$ cat src/rtl/cdfp_pkg.sv
package cdfp_pkg;

    typedef enum logic [2:0] {
        KIND_CONFIRM = 3'd0,
        KIND_REPLY   = 3'd1,
        KIND_AUTH    = 3'd2,
        KIND_JOIN    = 3'd3,
        KIND_MSG     = 3'd4,
        KIND_ERR     = 3'd5,
        KIND_BYE     = 3'd6,
        KIND_UNKNOWN = 3'd7
    } t_kind;

    typedef enum logic [3:0] {
        FLD_TYPE    = 4'd0,
        FLD_ID_HI   = 4'd1,
        FLD_ID_LO   = 4'd2,
        FLD_RESULT  = 4'd3,
        FLD_REF_HI  = 4'd4,
        FLD_REF_LO  = 4'd5,
        FLD_USER    = 4'd6,
        FLD_NAME    = 4'd7,
        FLD_SECRET  = 4'd8,
        FLD_CHANNEL = 4'd9,
        FLD_CONTENT = 4'd10,
        FLD_SURPLUS = 4'd11
    } t_field;

    typedef enum logic [1:0] {
        ST_OK        = 2'd0,
        ST_BAD_KIND  = 2'd1,
        ST_TRUNCATED = 2'd2
    } t_status;

    localparam logic [7:0] BYTE_CONFIRM = 8'h00;
    localparam logic [7:0] BYTE_REPLY   = 8'h01;
    localparam logic [7:0] BYTE_AUTH    = 8'h02;
    localparam logic [7:0] BYTE_JOIN    = 8'h03;
    localparam logic [7:0] BYTE_MSG     = 8'h04;
    localparam logic [7:0] BYTE_ERR     = 8'hFE;
    localparam logic [7:0] BYTE_BYE     = 8'hFF;
    localparam logic [7:0] BYTE_NUL     = 8'h00;

    localparam logic [2:0] POS_TYPE   = 3'd0;
    localparam logic [2:0] POS_ID_HI  = 3'd1;
    localparam logic [2:0] POS_ID_LO  = 3'd2;
    localparam logic [2:0] POS_RESULT = 3'd3;
    localparam logic [2:0] POS_REF_HI = 3'd4;
    localparam logic [2:0] POS_MAX    = 3'd7;

    localparam logic [3:0] HDR_LEN_BASIC = 4'd3;
    localparam logic [3:0] HDR_LEN_REPLY = 4'd6;

    typedef struct packed {
        logic [7:0] data_byte;
        logic       end_of_datagram;
    } t_in_word;

    typedef struct packed {
        t_kind       msg_kind;
        t_field      field_kind;
        logic [7:0]  field_byte;
        logic        is_terminator;
        logic [15:0] message_id;
        logic [15:0] reference_id;
        t_status     parse_status;
        logic        datagram_done;
    } t_out_word;

    typedef struct packed {
        logic valid;
        logic advance;
    } t_stage_ctl;

    function automatic t_kind decode_kind(logic [7:0] b);
        t_kind k;
        case (b)
            BYTE_CONFIRM: k = KIND_CONFIRM;
            BYTE_REPLY:   k = KIND_REPLY;
            BYTE_AUTH:    k = KIND_AUTH;
            BYTE_JOIN:    k = KIND_JOIN;
            BYTE_MSG:     k = KIND_MSG;
            BYTE_ERR:     k = KIND_ERR;
            BYTE_BYE:     k = KIND_BYE;
            default:      k = KIND_UNKNOWN;
        endcase
        return k;
    endfunction

    // surplus once the kind's text fields are used up
    function automatic t_field text_tag(t_kind k, logic [1:0] idx);
        t_field f;
        f = FLD_SURPLUS;
        case (k)
            KIND_REPLY: begin
                if (idx == 2'd0) f = FLD_CONTENT;
            end
            KIND_AUTH: begin
                case (idx)
                    2'd0:    f = FLD_USER;
                    2'd1:    f = FLD_NAME;
                    2'd2:    f = FLD_SECRET;
                    default: f = FLD_SURPLUS;
                endcase
            end
            KIND_JOIN: begin
                case (idx)
                    2'd0:    f = FLD_CHANNEL;
                    2'd1:    f = FLD_NAME;
                    default: f = FLD_SURPLUS;
                endcase
            end
            KIND_MSG, KIND_ERR: begin
                case (idx)
                    2'd0:    f = FLD_NAME;
                    2'd1:    f = FLD_CONTENT;
                    default: f = FLD_SURPLUS;
                endcase
            end
            default: f = FLD_SURPLUS;
        endcase
        return f;
    endfunction

endpackage

$ cat src/rtl/cdfp_if.sv
interface cdfp_in_if;
    import cdfp_pkg::*;

    logic       valid;
    logic       ready;
    logic [7:0] data_byte;
    logic       end_of_datagram;

    modport source (output valid, output data_byte, output end_of_datagram, input ready);
    modport sink (input valid, input data_byte, input end_of_datagram, output ready);
endinterface

interface cdfp_out_if;
    import cdfp_pkg::*;

    logic        valid;
    logic        ready;
    t_kind       msg_kind;
    t_field      field_kind;
    logic [7:0]  field_byte;
    logic        is_terminator;
    logic [15:0] message_id;
    logic [15:0] reference_id;
    t_status     parse_status;
    logic        datagram_done;

    modport source (
        output valid, output msg_kind, output field_kind, output field_byte,
        output is_terminator, output message_id, output reference_id,
        output parse_status, output datagram_done, input ready
    );
    modport sink (
        input valid, input msg_kind, input field_kind, input field_byte,
        input is_terminator, input message_id, input reference_id,
        input parse_status, input datagram_done, output ready
    );
endinterface

$ cat src/rtl/cdfp_in_stage.sv
module cdfp_in_stage (
    input  logic              i_clk,
    input  logic              i_rst_n,
    input  logic              i_valid,
    input  cdfp_pkg::t_in_word i_word,
    input  logic              i_advance,
    output logic              o_ready,
    output cdfp_pkg::t_in_word o_word,
    output cdfp_pkg::t_stage_ctl o_ctl
);
    import cdfp_pkg::*;

    logic     r_valid;
    t_in_word r_word;

    assign o_ready       = !r_valid || i_advance;
    assign o_word        = r_word;
    assign o_ctl.valid   = r_valid;
    assign o_ctl.advance = i_advance;

    always_ff @(posedge i_clk) begin
        if (!i_rst_n) begin
            r_valid <= 1'b0;
        end else if (o_ready) begin
            r_valid <= i_valid;
        end
    end

    always_ff @(posedge i_clk) begin
        if (o_ready && i_valid) begin
            r_word <= i_word;
        end
    end
endmodule

$ cat src/rtl/cdfp_decode.sv
module cdfp_decode (
    input  logic                 i_clk,
    input  logic                 i_rst_n,
    input  cdfp_pkg::t_stage_ctl i_ctl,
    input  cdfp_pkg::t_in_word   i_word,
    output cdfp_pkg::t_out_word  o_res
);
    import cdfp_pkg::*;

    logic [2:0]  r_pos,  n_pos;
    t_kind       r_kind, n_kind;
    logic [1:0]  r_tidx, n_tidx;
    logic [15:0] r_id,   n_id;
    logic [15:0] r_ref,  n_ref;
    logic        r_bad,  n_bad;

    logic [7:0]  b;
    logic [3:0]  hdr_len;
    t_field      field;
    t_field      text_fld;
    logic        term;
    t_status     status;

    assign b = i_word.data_byte;

    always_comb begin
        n_pos    = r_pos;
        n_kind   = r_kind;
        n_tidx   = r_tidx;
        n_id     = r_id;
        n_ref    = r_ref;
        n_bad    = r_bad;
        field    = FLD_SURPLUS;
        term     = 1'b0;
        status   = ST_OK;
        text_fld = FLD_SURPLUS;

        if (r_pos == POS_TYPE) begin
            n_kind = decode_kind(b);
            n_bad  = (n_kind == KIND_UNKNOWN);
            n_id   = '0;
            n_ref  = '0;
            n_tidx = '0;
            field  = FLD_TYPE;
        end

        hdr_len = (n_kind == KIND_REPLY) ? HDR_LEN_REPLY : HDR_LEN_BASIC;

        if (r_pos != POS_TYPE && !n_bad) begin
            if ({1'b0, r_pos} < hdr_len) begin
                case (r_pos)
                    POS_ID_HI: begin
                        n_id  = {b, 8'h00};
                        field = FLD_ID_HI;
                    end
                    POS_ID_LO: begin
                        n_id  = {n_id[15:8], b};
                        field = FLD_ID_LO;
                    end
                    POS_RESULT: begin
                        field = FLD_RESULT;
                    end
                    POS_REF_HI: begin
                        n_ref = {b, 8'h00};
                        field = FLD_REF_HI;
                    end
                    default: begin
                        n_ref = {n_ref[15:8], b};
                        field = FLD_REF_LO;
                    end
                endcase
                if (n_kind == KIND_CONFIRM) begin
                    n_ref = n_id;
                end
            end else begin
                text_fld = text_tag(n_kind, n_tidx);
                if (text_fld != FLD_SURPLUS) begin
                    field = text_fld;
                    if (b == BYTE_NUL) begin
                        term   = 1'b1;
                        n_tidx = n_tidx + 2'd1;
                    end
                end
            end
        end

        if (i_word.end_of_datagram) begin
            if (n_bad) begin
                status = ST_BAD_KIND;
            end else if (({1'b0, r_pos} + 4'd1) < hdr_len) begin
                status = ST_TRUNCATED;
            end
            n_pos = POS_TYPE;
        end else if (r_pos != POS_MAX) begin
            n_pos = r_pos + 3'd1;
        end
    end

    assign o_res.msg_kind      = n_kind;
    assign o_res.field_kind    = field;
    assign o_res.field_byte    = b;
    assign o_res.is_terminator = term;
    assign o_res.message_id    = n_id;
    assign o_res.reference_id  = n_ref;
    assign o_res.parse_status  = status;
    assign o_res.datagram_done = i_word.end_of_datagram;

    always_ff @(posedge i_clk) begin
        if (!i_rst_n) begin
            r_pos  <= POS_TYPE;
            r_kind <= KIND_CONFIRM;
            r_tidx <= '0;
            r_id   <= '0;
            r_ref  <= '0;
            r_bad  <= 1'b0;
        end else if (i_ctl.valid && i_ctl.advance) begin
            r_pos  <= n_pos;
            r_kind <= n_kind;
            r_tidx <= n_tidx;
            r_id   <= n_id;
            r_ref  <= n_ref;
            r_bad  <= n_bad;
        end
    end
endmodule

$ cat src/rtl/cdfp_out_stage.sv
module cdfp_out_stage (
    input  logic                i_clk,
    input  logic                i_rst_n,
    input  logic                i_valid,
    input  cdfp_pkg::t_out_word i_word,
    input  logic                i_ready,
    output logic                o_advance,
    output logic                o_valid,
    output cdfp_pkg::t_out_word o_word
);
    import cdfp_pkg::*;

    logic      r_valid;
    t_out_word r_word;

    assign o_advance = !r_valid || i_ready;
    assign o_valid   = r_valid;
    assign o_word    = r_word;

    always_ff @(posedge i_clk) begin
        if (!i_rst_n) begin
            r_valid <= 1'b0;
        end else if (o_advance) begin
            r_valid <= i_valid;
        end
    end

    always_ff @(posedge i_clk) begin
        if (o_advance && i_valid) begin
            r_word <= i_word;
        end
    end
endmodule

$ cat src/rtl/chat_datagram_field_parser.sv
// Each byte in the input stage is decoded into a result held in the output stage register.
// Throughput: one byte per cycle while the result side is ready; the parser state loop
// (position, kind, text field index, IDs) closes between the input and result registers.
// Ready on the input follows the result register's ready through the two stages.
// Reset (synchronous, active low) empties both stages and returns the parser to byte 0.
module chat_datagram_field_parser (
    input  logic        i_clk,
    input  logic        i_rst_n,
    cdfp_in_if.sink     i_in,
    cdfp_out_if.source  o_out
);
    import cdfp_pkg::*;

    t_in_word   in_word;
    t_in_word   stage_word;
    t_stage_ctl stage_ctl;
    t_out_word  res_word;
    t_out_word  out_word;
    logic       advance;
    logic       out_valid;

    assign in_word.data_byte       = i_in.data_byte;
    assign in_word.end_of_datagram = i_in.end_of_datagram;

    cdfp_in_stage u_in_stage (
        .i_clk     (i_clk),
        .i_rst_n   (i_rst_n),
        .i_valid   (i_in.valid),
        .i_word    (in_word),
        .i_advance (advance),
        .o_ready   (i_in.ready),
        .o_word    (stage_word),
        .o_ctl     (stage_ctl)
    );

    cdfp_decode u_decode (
        .i_clk   (i_clk),
        .i_rst_n (i_rst_n),
        .i_ctl   (stage_ctl),
        .i_word  (stage_word),
        .o_res   (res_word)
    );

    cdfp_out_stage u_out_stage (
        .i_clk     (i_clk),
        .i_rst_n   (i_rst_n),
        .i_valid   (stage_ctl.valid),
        .i_word    (res_word),
        .i_ready   (o_out.ready),
        .o_advance (advance),
        .o_valid   (out_valid),
        .o_word    (out_word)
    );

    assign o_out.valid         = out_valid;
    assign o_out.msg_kind      = out_word.msg_kind;
    assign o_out.field_kind    = out_word.field_kind;
    assign o_out.field_byte    = out_word.field_byte;
    assign o_out.is_terminator = out_word.is_terminator;
    assign o_out.message_id    = out_word.message_id;
    assign o_out.reference_id  = out_word.reference_id;
    assign o_out.parse_status  = out_word.parse_status;
    assign o_out.datagram_done = out_word.datagram_done;

    a_status_only_at_end: assert property (@(posedge i_clk) disable iff (!i_rst_n)
        out_valid && !out_word.datagram_done |-> out_word.parse_status == ST_OK)
        else $error("status reported before the final byte");

    a_term_is_text_nul: assert property (@(posedge i_clk) disable iff (!i_rst_n)
        out_valid && out_word.is_terminator |->
            out_word.field_byte == BYTE_NUL && out_word.field_kind != FLD_SURPLUS)
        else $error("terminator flag on a non-text or nonzero byte");

    a_type_byte_clears_ids: assert property (@(posedge i_clk) disable iff (!i_rst_n)
        out_valid && out_word.field_kind == FLD_TYPE |->
            out_word.message_id == 16'h0000 && out_word.reference_id == 16'h0000)
        else $error("IDs not cleared on the type byte");

    a_unknown_all_surplus: assert property (@(posedge i_clk) disable iff (!i_rst_n)
        out_valid && out_word.msg_kind == KIND_UNKNOWN |->
            out_word.field_kind == FLD_TYPE || out_word.field_kind == FLD_SURPLUS)
        else $error("unknown kind tagged with a real field");

    a_stall_holds_stage: assert property (@(posedge i_clk) disable iff (!i_rst_n)
        stage_ctl.valid && !advance |=> stage_ctl.valid && $stable(stage_word))
        else $error("input stage lost a word under stall");
endmodule

$ cat src/flat_wrapper.sv
// flat-port wrapper written by rule: the top's interface ports become plain ports
module chat_datagram_field_parser_flat import cdfp_pkg::*;
  (i_clk, i_rst_n, i_in_valid, i_in_data_byte, i_in_end_of_datagram, i_in_ready, o_out_valid, o_out_msg_kind, o_out_field_kind, o_out_field_byte, o_out_is_terminator, o_out_message_id, o_out_reference_id, o_out_parse_status, o_out_datagram_done, o_out_ready);
  cdfp_in_if i_in_i ();
  cdfp_out_if o_out_i ();
  input  logic i_clk;
  input  logic i_rst_n;
  input wire logic [$bits(i_in_i.valid)-1:0] i_in_valid;
  input wire logic [$bits(i_in_i.data_byte)-1:0] i_in_data_byte;
  input wire logic [$bits(i_in_i.end_of_datagram)-1:0] i_in_end_of_datagram;
  output wire logic [$bits(i_in_i.ready)-1:0] i_in_ready;
  output wire logic [$bits(o_out_i.valid)-1:0] o_out_valid;
  output wire logic [$bits(o_out_i.msg_kind)-1:0] o_out_msg_kind;
  output wire logic [$bits(o_out_i.field_kind)-1:0] o_out_field_kind;
  output wire logic [$bits(o_out_i.field_byte)-1:0] o_out_field_byte;
  output wire logic [$bits(o_out_i.is_terminator)-1:0] o_out_is_terminator;
  output wire logic [$bits(o_out_i.message_id)-1:0] o_out_message_id;
  output wire logic [$bits(o_out_i.reference_id)-1:0] o_out_reference_id;
  output wire logic [$bits(o_out_i.parse_status)-1:0] o_out_parse_status;
  output wire logic [$bits(o_out_i.datagram_done)-1:0] o_out_datagram_done;
  input wire logic [$bits(o_out_i.ready)-1:0] o_out_ready;
  assign i_in_i.valid = i_in_valid;
  assign i_in_i.data_byte = i_in_data_byte;
  assign i_in_i.end_of_datagram = i_in_end_of_datagram;
  assign i_in_ready = i_in_i.ready;
  assign o_out_valid = o_out_i.valid;
  assign o_out_msg_kind = o_out_i.msg_kind;
  assign o_out_field_kind = o_out_i.field_kind;
  assign o_out_field_byte = o_out_i.field_byte;
  assign o_out_is_terminator = o_out_i.is_terminator;
  assign o_out_message_id = o_out_i.message_id;
  assign o_out_reference_id = o_out_i.reference_id;
  assign o_out_parse_status = o_out_i.parse_status;
  assign o_out_datagram_done = o_out_i.datagram_done;
  assign o_out_i.ready = o_out_ready;
  chat_datagram_field_parser u_core (.i_clk(i_clk), .i_rst_n(i_rst_n), .i_in(i_in_i), .o_out(o_out_i));
endmodule
$ cat config.mk
export PLATFORM = sky130hd
export DESIGN_NAME = chat_datagram_field_parser_flat
export DESIGN_NICKNAME = d
export VERILOG_FILES = /design/src/rtl/cdfp_pkg.sv /design/src/rtl/cdfp_if.sv /design/src/rtl/cdfp_in_stage.sv /design/src/rtl/cdfp_decode.sv /design/src/rtl/cdfp_out_stage.sv /design/src/rtl/chat_datagram_field_parser.sv /design/src/flat_wrapper.sv
export SDC_FILE = /design/constraint.sdc
export NUM_CORES = 1
export LEC_CHECK = 0
export BUFFER_PORTS_ARGS = -buffer_cell sky130_fd_sc_hd__buf_2
export CAP_MARGIN = 20
export CORE_UTILIZATION = 58
export CTS_CLUSTER_SIZE = 24
export DETAILED_ROUTE_END_ITERATION = 10
export GPL_ROUTABILITY_DRIVEN = 0
export GPL_TIMING_DRIVEN = 1
export PLACE_DENSITY = 0.8
export SLEW_MARGIN = 10
export SYNTH_ARGS = -nofsm -noshare
export SYNTH_HDL_FRONTEND = slang
export SYNTH_SLANG_ARGS = --single-unit
$ cat constraint.sdc
create_clock -name i_clk -period 4.1 [get_ports i_clk]
set_input_delay 0.615 -clock i_clk [delete_from_list [all_inputs] [get_ports i_clk]]
set_output_delay 0.615 -clock i_clk [all_outputs]
set_load 0.1 [all_outputs]
---- Yosys cells after proc, flatten, opt, wreduce, memory -nomap -nowiden ----
Index checks and enable logic that the tools add are counted.
storage, ports and cells
  register bits after elaboration ......... 103
  bits in latches ......................... 0
  RAM bits ................................ 0
  bits in read-only memories .............. 0
  input port bits ......................... 13
  output and inout port bits .............. 53
  word-level logic and storage cells ...... 102
  memories ................................ 0
cells by class
  add/subtract/negate cells ............... 3
  multiply operators ...................... 0
  divide/modulo/power cells ............... 0
  magnitude comparators ................... 2
  equality and inequality tests ........... 20
  shifts and indexed selects .............. 0
  muxes and demuxes ....................... 36
  bitwise logic cells ..................... 3
  reduce and logical (&&, ||, !) cells .... 19
operator list
  cell                                                             count
  16-bit 2-to-1 mux                                                7
  16-bit one-hot mux with 2 select lines                           2
  4-bit 2-to-1 mux                                                 6
  3-bit one-hot mux with 7 select lines                            1
  8-bit by 2-bit == test with 1-bit output, second input constant  2
  8-bit == test, second input constant                             2
  4-bit one-hot mux with 2 select lines                            2
  4-bit one-hot mux with 4 select lines                            1
  3-bit 2-to-1 mux                                                 5
  3-bit by 2-bit == test with 1-bit output, second input constant  4
  3-bit == test, second input constant                             4
  2-bit 2-to-1 mux                                                 6
  3-bit one-hot mux with 4 select lines                            1
  4-bit one-hot mux with 3 select lines                            1
  8-bit by 1-bit == test with 1-bit output, second input constant  1
  8-bit by 3-bit == test with 1-bit output, second input constant  1
  8-bit logical NOT                                                1
  3-bit by 1-bit == test with 1-bit output, second input constant  2
  3-bit logical NOT                                                2
  3-bit OR reduction                                               2
  3-bit by 1-bit adder with 4-bit output, second input constant    1
  4-bit by 3-bit < comparator with 1-bit output                    1
  1-bit 2-to-1 mux                                                 4
  4-bit != test, second input constant                             1
  other kinds (15)                                                 23

---- Logic depth before layout (Yosys ltp) ----
Gate-level depths: netlist of run 1.
  word-level depth ........................ 13
  mapped depth ............................ 15
  gate-level depth less buffers ........... 12

---- By module ----
From an unflattened synthesis of run 1, not the netlist that was laid out.
second synthesis, totals
  cell total of the unflattened synthesis .. 503
  area total of the unflattened synthesis .. 5330.1 um^2
by module, submodules not included
  module          instances  cells an instance  area each (um^2)  sequential area each (um^2)
  cdfp_decode     1          431                3398.3            820.8
  cdfp_out_stage  1          56                 1589.0            1551.5
  cdfp_in_stage   1          16                 342.8             290.3

---- Worst setup path after synthesis of run 1 ----
No wires, ideal clock.
  path kind ............................... reg-to-reg
  start ................................... reg u_core.u_in_stage.r_word, in the netlist u_core.u_in_stage.o_word[8]
  end ..................................... reg u_core.u_decode.r_id[13]
  library setup time ...................... 128 ps
  arrival ................................. 3231 ps
  data required time ...................... 3972 ps
  path slack .............................. 741 ps
  stages on the path, launching flop included .. 14
  path buffers ............................ 2
  clock period less this slack ............ 3359 ps
  cells stage by stage .................... edfxtp_1 -> or4_4 -> nor4_2 -> o211ai_2 -> o31a_1 -> ha_1 -> nor3_1 -> a21oi_4 -> o31a_1 -> buf_4 -> or2b_1 -> buf_6 -> a22oi_1 -> nor2_1
on the way
  longest elaborated chain between the ends .. 9
  elaborated cells between the ends (all ways) .. 19
  those cells by class .................... 1 x order compare; 8 x eq/ne; 7 x mux; 3 x reduce/logical
RTL lines
  what                                         RTL line             text
  start, declared                              cdfp_in_stage.sv:14  t_in_word r_word;
  start signal, assigned                       cdfp_in_stage.sv:31  r_word <= i_word;
  8-bit == test, or another cell as far along  cdfp_pkg.sv:77       case (b)
  3-bit one-hot mux with 7 select lines (*)    cdfp_pkg.sv:77
  3-bit 2-to-1 mux (*)                         cdfp_decode.sv:38    if (r_pos == POS_TYPE) begin
  3-bit 2-to-1 mux                             cdfp_decode.sv:38
  3-bit by 1-bit == test with 1-bit output     cdfp_decode.sv:47    hdr_len = (n_kind == KIND_REPLY) ? HDR_LEN_REPLY : HDR_LEN_BASIC;
  3-bit 2-to-1 mux                             cdfp_decode.sv:47
  3-bit < comparator                           cdfp_decode.sv:50    if ({1'b0, r_pos} < hdr_len) begin
  16-bit 2-to-1 mux                            cdfp_decode.sv:50
  16-bit 2-to-1 mux (*)                        cdfp_decode.sv:49    if (r_pos != POS_TYPE && !n_bad) begin
  end signal, assigned                         cdfp_decode.sv:120   r_id <= n_id;
  end, declared                                cdfp_decode.sv:13    logic [15:0] r_id, n_id;
Mark *: on every way between the ends. The rest lies on a longest branch, timed or not. The select of a mux whose other input is x is not followed.
A chain may end at the register's enable or synchronous reset.

==> out/qor.yml, run 1 <==
cts-root-buf: "clkbuf_8"
drc: 0
max_cap_viol_count: 0
hold_path_end: "u_core.u_in_stage.o_word[6]"
required_ns: 4.34
crit_slowest_cell: "or4_4"
die_w_um: 94.57
vias: 4091
finish.utilization_pct: 67.48
worst-path-max-fanout: 14
clk_pin_slew_ns: 0.10
leakagePower_uw: 0.001981
synth_fa_ha_area_share_pct: 3.273
overflow: 0
min-delay-start: "i_in_data_byte[5]"
cts_tree: "done"
post_dp_cell_area_um2: 5389
diodes: 0
grt_util_all_layers_pct: 28.56
yosys-top-cells-area: "edfxtp_1 36%, dfxtp_1 17%, a22o_1 5.6%"
cts_buffer_depth: 2
max_stage_delay_ns: 0.63
arrival_ns: 4.06
routedWlPerCell_um: 19.29
drt_iter0_drc: 388
totalPowerFinal_uw: 2093
fin_crit_ns: 3.828
synthXorXnorAreaFrac_pct: 0
vias_per_cell: 6.598
synth_compound_area_share_pct: 25.63
ant_nets: 0
postCtsHoldBufs: 0
synthSimpleGateAreaFrac_pct: 12.94
synth_cells: 449
final_nets: 536
synth_edf_count: 60
crit_buf_inv: 0
fin_crit_sh_pct: 93.36
rows: 33
r2r.worst_path.cells: 10
max_freq_mhz: 261.3
syn_area_per_cell_um2: 11.07
antenna_found_initial: 0
synth_warnings: 0
grt_pass1_wl_um: 19510
hp-class: "primary input to register"
synth_ff_type: "edfxtp_1"
dieArea_um2: 8943
drt-total-wl_um: 11960
r2r_start: "u_core.u_in_stage.o_word[8]"
yosys.cell_types.count: 56
holdWs_ns: 0.4063
clock_skew_ns: 0.01972
ys_seq_elements: 103
grt_pass1_vias: 3851
post_cts_buffers: 0
whs_path_depth: 1
start_kind: "register"
cts_made_buffers: 9
die_h_um: 94.57
cp_top_family: "simple AND/OR/NAND/NOR gates"
syn_nets: 475
p_per_area_nw_per_um2: 375.7
synth_top_family_by_area: "compound AO/OA/AOI/OAI gates"
r2r_setup_slack_ns: 0.27
hold_violations: 0
htree_levels: 3
drive_above_1_share_pct: 22.33
place_hpwl_um: 8050
finish.instance_area_um2: 5573
io_buffers: 65
critical_path.cell_chain: "or4_4 > nor4_2 > o211ai_2 > o31a_1 > ha_1 > nor3_1 > a21o_1 > nand2_1 > nor2_1 > a22o_1"
grt_max_degree: 42
yosysSeqAreaShare_pct: 53.58
coreArea_um2: 8258
setup_tns_ns: 0
ir_drop_v: 0.0001948
first_pass_iters: 6
area_delta_synth_final_pct: 12.13
async_reset_ff_share_pct: 0
regToRegEndpoint: "u_core.u_out_stage.o_word[29]"
endpoint_kind: "register"
rsz0062_at_grt: "no"
synth_top_area_share_pct: 36.25
ctsResizeCount: 0
syn_area_um2: 4970
status: "completed"
drv_slew: 0
setup_viol: 0
yosysTopAreaCell: "edfxtp_1"
cts_sinks: 103
ioPinCount: 66
insertion_delay_ns: 0.38
start_util_pct: 60.18
path_class: "register to register"
slew_headroom_pct: 43.89
synthMuxAreaShare_pct: 0.4280
worst_pin_slew_ns: 0.8405
n_fill_cell: 668
==> sequential cells by signal (all words and copies together) (netlist names) <==
signal and count:
u_core.u_decode.r_tidx 2, u_core.u_decode.r_pos 3, u_core.u_out_stage.o_word 51, u_core.u_in_stage.o_word 9, u_core.u_in_stage.r_valid 1, u_core.u_decode.r_kind 3
u_core.u_decode.r_bad 1, u_core.u_decode.r_id 16, u_core.u_decode.r_ref 16, u_core.u_out_stage.o_valid 1
==> routing by layer <==
layer  track usage (%)  up-vias  part of all wire (%)
met5                 0        -                     0
li1                  -     1858                     -
met3             5.395       47                   8.5
met1             39.23     1937                    42
met4             14.14        0                   3.3
met2             43.42      249                    47
==> through the flow <==
stage	instances	worst slack (ns)
after floorplan	449	0.7411
after global placement	604	0.6002
after detailed placement	604	0.3151
after CTS	620	0.2667
after global routing	620	0.06277
final	620	0.2723
==> worst max-delay path by stage <==
stage	cells past startpoint	start	to
finish	10	u_core.u_in_stage.o_word[8]	u_core.u_out_stage.o_word[29]
global route	10	u_core.u_in_stage.o_word[8]	u_core.u_out_stage.o_word[29]
CTS	10	u_core.u_in_stage.o_word[8]	u_core.u_out_stage.o_word[21]
detailed placement	10	u_core.u_in_stage.o_word[8]	u_core.u_out_stage.o_word[21]
global placement	11	u_core.u_in_stage.o_word[8]	u_core.u_decode.r_id[15]
floorplan	13	u_core.u_in_stage.o_word[8]	u_core.u_decode.r_id[13]
==> power breakdown <==
group,switching (µW),internal (µW),total [µW],leakage (µW)
combinational,289,62.3,352,0.000989
sequential,16.9,1130,1140,0.000904
clock,367,231,597,0.0000890
total,673,1420,2090,0.00198
==> cells in the mapped netlist, types with 3 or more instances <==
cell       number
edfxtp_1       60
dfxtp_1        43
nor2_1         36
nand2_1        33
a22o_1         32
a22oi_1        25
a21oi_1        18
o21ai_1        18
a221oi_1       16
nand3_1        16
inv_1          15
clkbuf_1       14
ha_1           13
buf_2          12
nor3_1         11
a21o_1          9
o2bb2ai_1       7
o21ai_0         6
nor2b_1         5
a211oi_1        4
and2_1          4
nand2b_1        4
o31a_1          4
a32oi_1         3
nor4_1          3
==> layout by cell type, fill, tap and decap left out, types with 14 or more instances in the layout <==
master,instances
inv_1,14
buf_4,15
nand3_1,16
a21oi_1,18
nor2_1,35
a22oi_1,25
a22o_1,32
nand2_1,33
o21ai_1,18
dfxtp_1,43
buf_2,65
a221oi_1,16
edfxtp_1,60
==> cells by family after synthesis <==
logic type | Yosys count
fa+ha+maj | 13
mux | 2
simple gates | 127
buf+inv | 45
flops | 103
compound gates | 159
==> final cells by class <==
cell class / instances / area (µm²) / area share (%)
Sequential cell: 103 / 2663 / 47.78
Multi-Input combinational cell: 301 / 2103 / 37.74
Timing Repair Buffer: 80 / 437.9 / 7.858
Tap cell: 105 / 131.4 / 2.357
Clock buffer: 10 / 127.6 / 2.290
Inverter: 15 / 56.30 / 1.010
Clock inverter: 6 / 53.80 / 0.9654
==> worst register-to-register path, cell delays in order (launching register included) <==
cell	delay [ns]
edfxtp_1	0.40
or4_4	0.63
nor4_2	0.31
o211ai_2	0.17
o31a_1	0.19
ha_1	0.22
nor3_1	0.38
a21o_1	0.25
nand2_1	0.34
nor2_1	0.56
a22o_1	0.23
(Power assumes the default switching activity.)
==> run 2: changes to the inputs <==
- BUFFER_PORTS_ARGS: -buffer_cell sky130_fd_sc_hd__buf_2 -> -buffer_cell sky130_fd_sc_hd__buf_4
==> run 2 against run 1 <==
Net effect: first-iteration DRC count grew 7.7%; clock power grew 6.7%; non-clock buffer count shrank 1; count of clock-buffer cells in the layout is the same; register-to-register slack gained 0.15 ns; via count shrank 0.24%; sequential power is essentially flat; combinational power grew 4%; die area is the same; sequential cell count is the same; global-route usage grew 0.97 points.
==> out/qor.yml, run 2 (synthesis gave the netlist of run 1 again) <==
ioPinCount: 66  # unchanged
use_met2_pct: 46.98  # +3.6 points
status: "completed"
vias_per_cell: 6.593  # about the same
arrival_ns: 3.93  # -0.13 ns
mostFrequentLayoutCell: "buf_4"
layout_common_cells: "79 x buf_4, 60 x edfxtp_1, 43 x dfxtp_1, 36 x nor2_1, 33 x nand2_1"
r2r_start: "u_core.u_in_stage.o_word[8]"
routedWlPerCell_um: 19.93  # +3.3%
final_nets: 535  # -0.19%
vias: 4081  # -0.24%
grt_pass1_wl_um: 19730  # +1.1%
dieArea_um2: 8943  # unchanged
postCtsHoldBufs: 0  # unchanged
endpoint_kind: "register"
die_w_um: 94.57  # unchanged
max_freq_mhz: 271.6  # +3.9%
fin_ws_ns: 0.4175  # +0.1453 ns
drc: 0  # unchanged
largest_reg_flops: 51  # unchanged
start_kind: "register"
drt_iter0_drc: 418  # +7.7%
grt_max_degree: 38  # -9.5%
slew_headroom_pct: 42.32  # -1.6 points
p_per_area_nw_per_um2: 374.5  # -0.32%
drt-total-wl_um: 12340  # +3.2%
diodes: 0  # unchanged
worst-path-max-fanout: 10  # -4
whs_path_depth: 1  # unchanged
hp-class: "primary input to register"
cts-root-buf: "clkbuf_8"
cts_made_buffers: 9  # unchanged
worst_pin_slew_ns: 0.8585  # +0.01807 ns
drive_above_1_share_pct: 22.18  # -0.15 points
die_h_um: 94.57  # unchanged
pre_cts_slack_ns: 0.5383  # +0.2233 ns
hold_violations: 0  # unchanged
grt_util_all_layers_pct: 29.53  # +0.97 points
r2r.worst_path.cells: 11  # +1
regToRegEndpoint: "u_core.u_decode.r_id[13]"
cts_buffer_depth: 2  # unchanged
use_met3_pct: 5.717  # +0.32 points
path_class: "register to register"
max_cap_viol_count: 0  # unchanged
grt_pass1_vias: 3791  # -1.6%
r2r_setup_slack_ns: 0.42  # +0.15 ns
setup_tns_ns: 0  # unchanged
insertion_delay_ns: 0.38  # about the same
grt_use_met1_pct: 38.87  # -0.36 points
leakagePower_uw: 0.002048  # +3.4%
clk_pin_slew_ns: 0.10  # about the same
area_delta_synth_final_pct: 15.56
place_hpwl_um: 8057  # about the same
finish.utilization_pct: 69.55  # +2.1 points
fin_crit_ns: 3.682  # -0.1452 ns
required_ns: 4.34  # about the same
ir_drop_v: 0.0002312  # +19%
setup_viol: 0  # unchanged
cts_tree: "done"
coreArea_um2: 8258  # unchanged
hold_path_end: "u_core.u_in_stage.o_word[0]"
dp.cells: 603  # -0.17%
min-delay-start: "i_in_end_of_datagram"
ctsResizeCount: 0  # unchanged
cts_sinks: 103  # unchanged
clock_skew_ns: 0.008909  # -0.01081 ns
io_buffers: 65  # unchanged
ant_nets: 0  # unchanged
fin_crit_sh_pct: 89.82  # -3.5 points
antenna_found_initial: 0  # unchanged
busiest_layer: "met2"
htree_levels: 3  # unchanged
post_cts_buffers: 0  # unchanged
drv_slew: 0  # unchanged
stdcell_count: 619  # -0.16%
first_pass_iters: 5  # -1
overflow: 0  # unchanged
rows: 33  # unchanged
rsz0062_at_grt: "no"
start_util_pct: 60.18  # unchanged
-- run 2: area by class of cell --
cell class,instances,area (µm²)
inverters,15,56.30
clock inverters,6,50.05
clock buffers,10,148.9
fillers,616,2515
repair buffers,79,593.1
well taps,105,131.4
multi-input cells,301,2101
flip-flops and latches,103,2663
-- run 2: worst max-delay path, stage by stage (launching register included) --
cell and delay, ns:
edfxtp_1 0.43, or4_4 0.64, nor4_2 0.27, o211ai_2 0.16, o31a_1 0.18, ha_1 0.20
nor3_1 0.40, a21oi_4 0.18, o31a_1 0.44, or2b_1 0.37, a22oi_1 0.22, nor2_1 0.07
-- run 2: metal layers --
layer  part of all wire (%)  vias up
li1                       -     1847
met5                      0        -
met2                     47      244
met1                     42     1944
met4                    3.8        0
met3                    8.0       46
-- run 2: how the worst max path moves through the flow --
stage                                startpoint                       end  slack [ns]  cells past startpoint
floorplan           u_core.u_in_stage.o_word[8]  u_core.u_decode.r_id[13]        0.74                     13
global placement    u_core.u_in_stage.o_word[8]  u_core.u_decode.r_id[11]        0.64                     11
detailed placement  u_core.u_in_stage.o_word[8]  u_core.u_decode.r_id[11]        0.54                     11
CTS                 u_core.u_in_stage.o_word[8]  u_core.u_decode.r_id[13]        0.46                     11
global route        u_core.u_in_stage.o_word[8]   u_core.u_decode.r_id[9]        0.24                     11
finish              u_core.u_in_stage.o_word[8]  u_core.u_decode.r_id[13]        0.42                     11
-- run 2: power by group --
group | switching, µW | leakage, µW | total, µW | internal (µW)
clock network | 370 | 0.000100 | 637 | 266
logic | 287 | 0.00104 | 365 | 78.0
registers | 21.1 | 0.000904 | 1150 | 1130
total | 678 | 0.00205 | 2150 | 1470
-- run 2: per-stage QoR --
step	hold slack, ns	instance area (µm²)	total power (µW)
2_1_floorplan	0.4451	4970	1451
3_3_place_gp	0.4608	5544	1527
3_5_place_dp	0.4719	5544	1532
4_1_cts	0.4024	5743	2151
5_1_grt	0.3928	5743	2215
6_report	0.4032	5743	2151
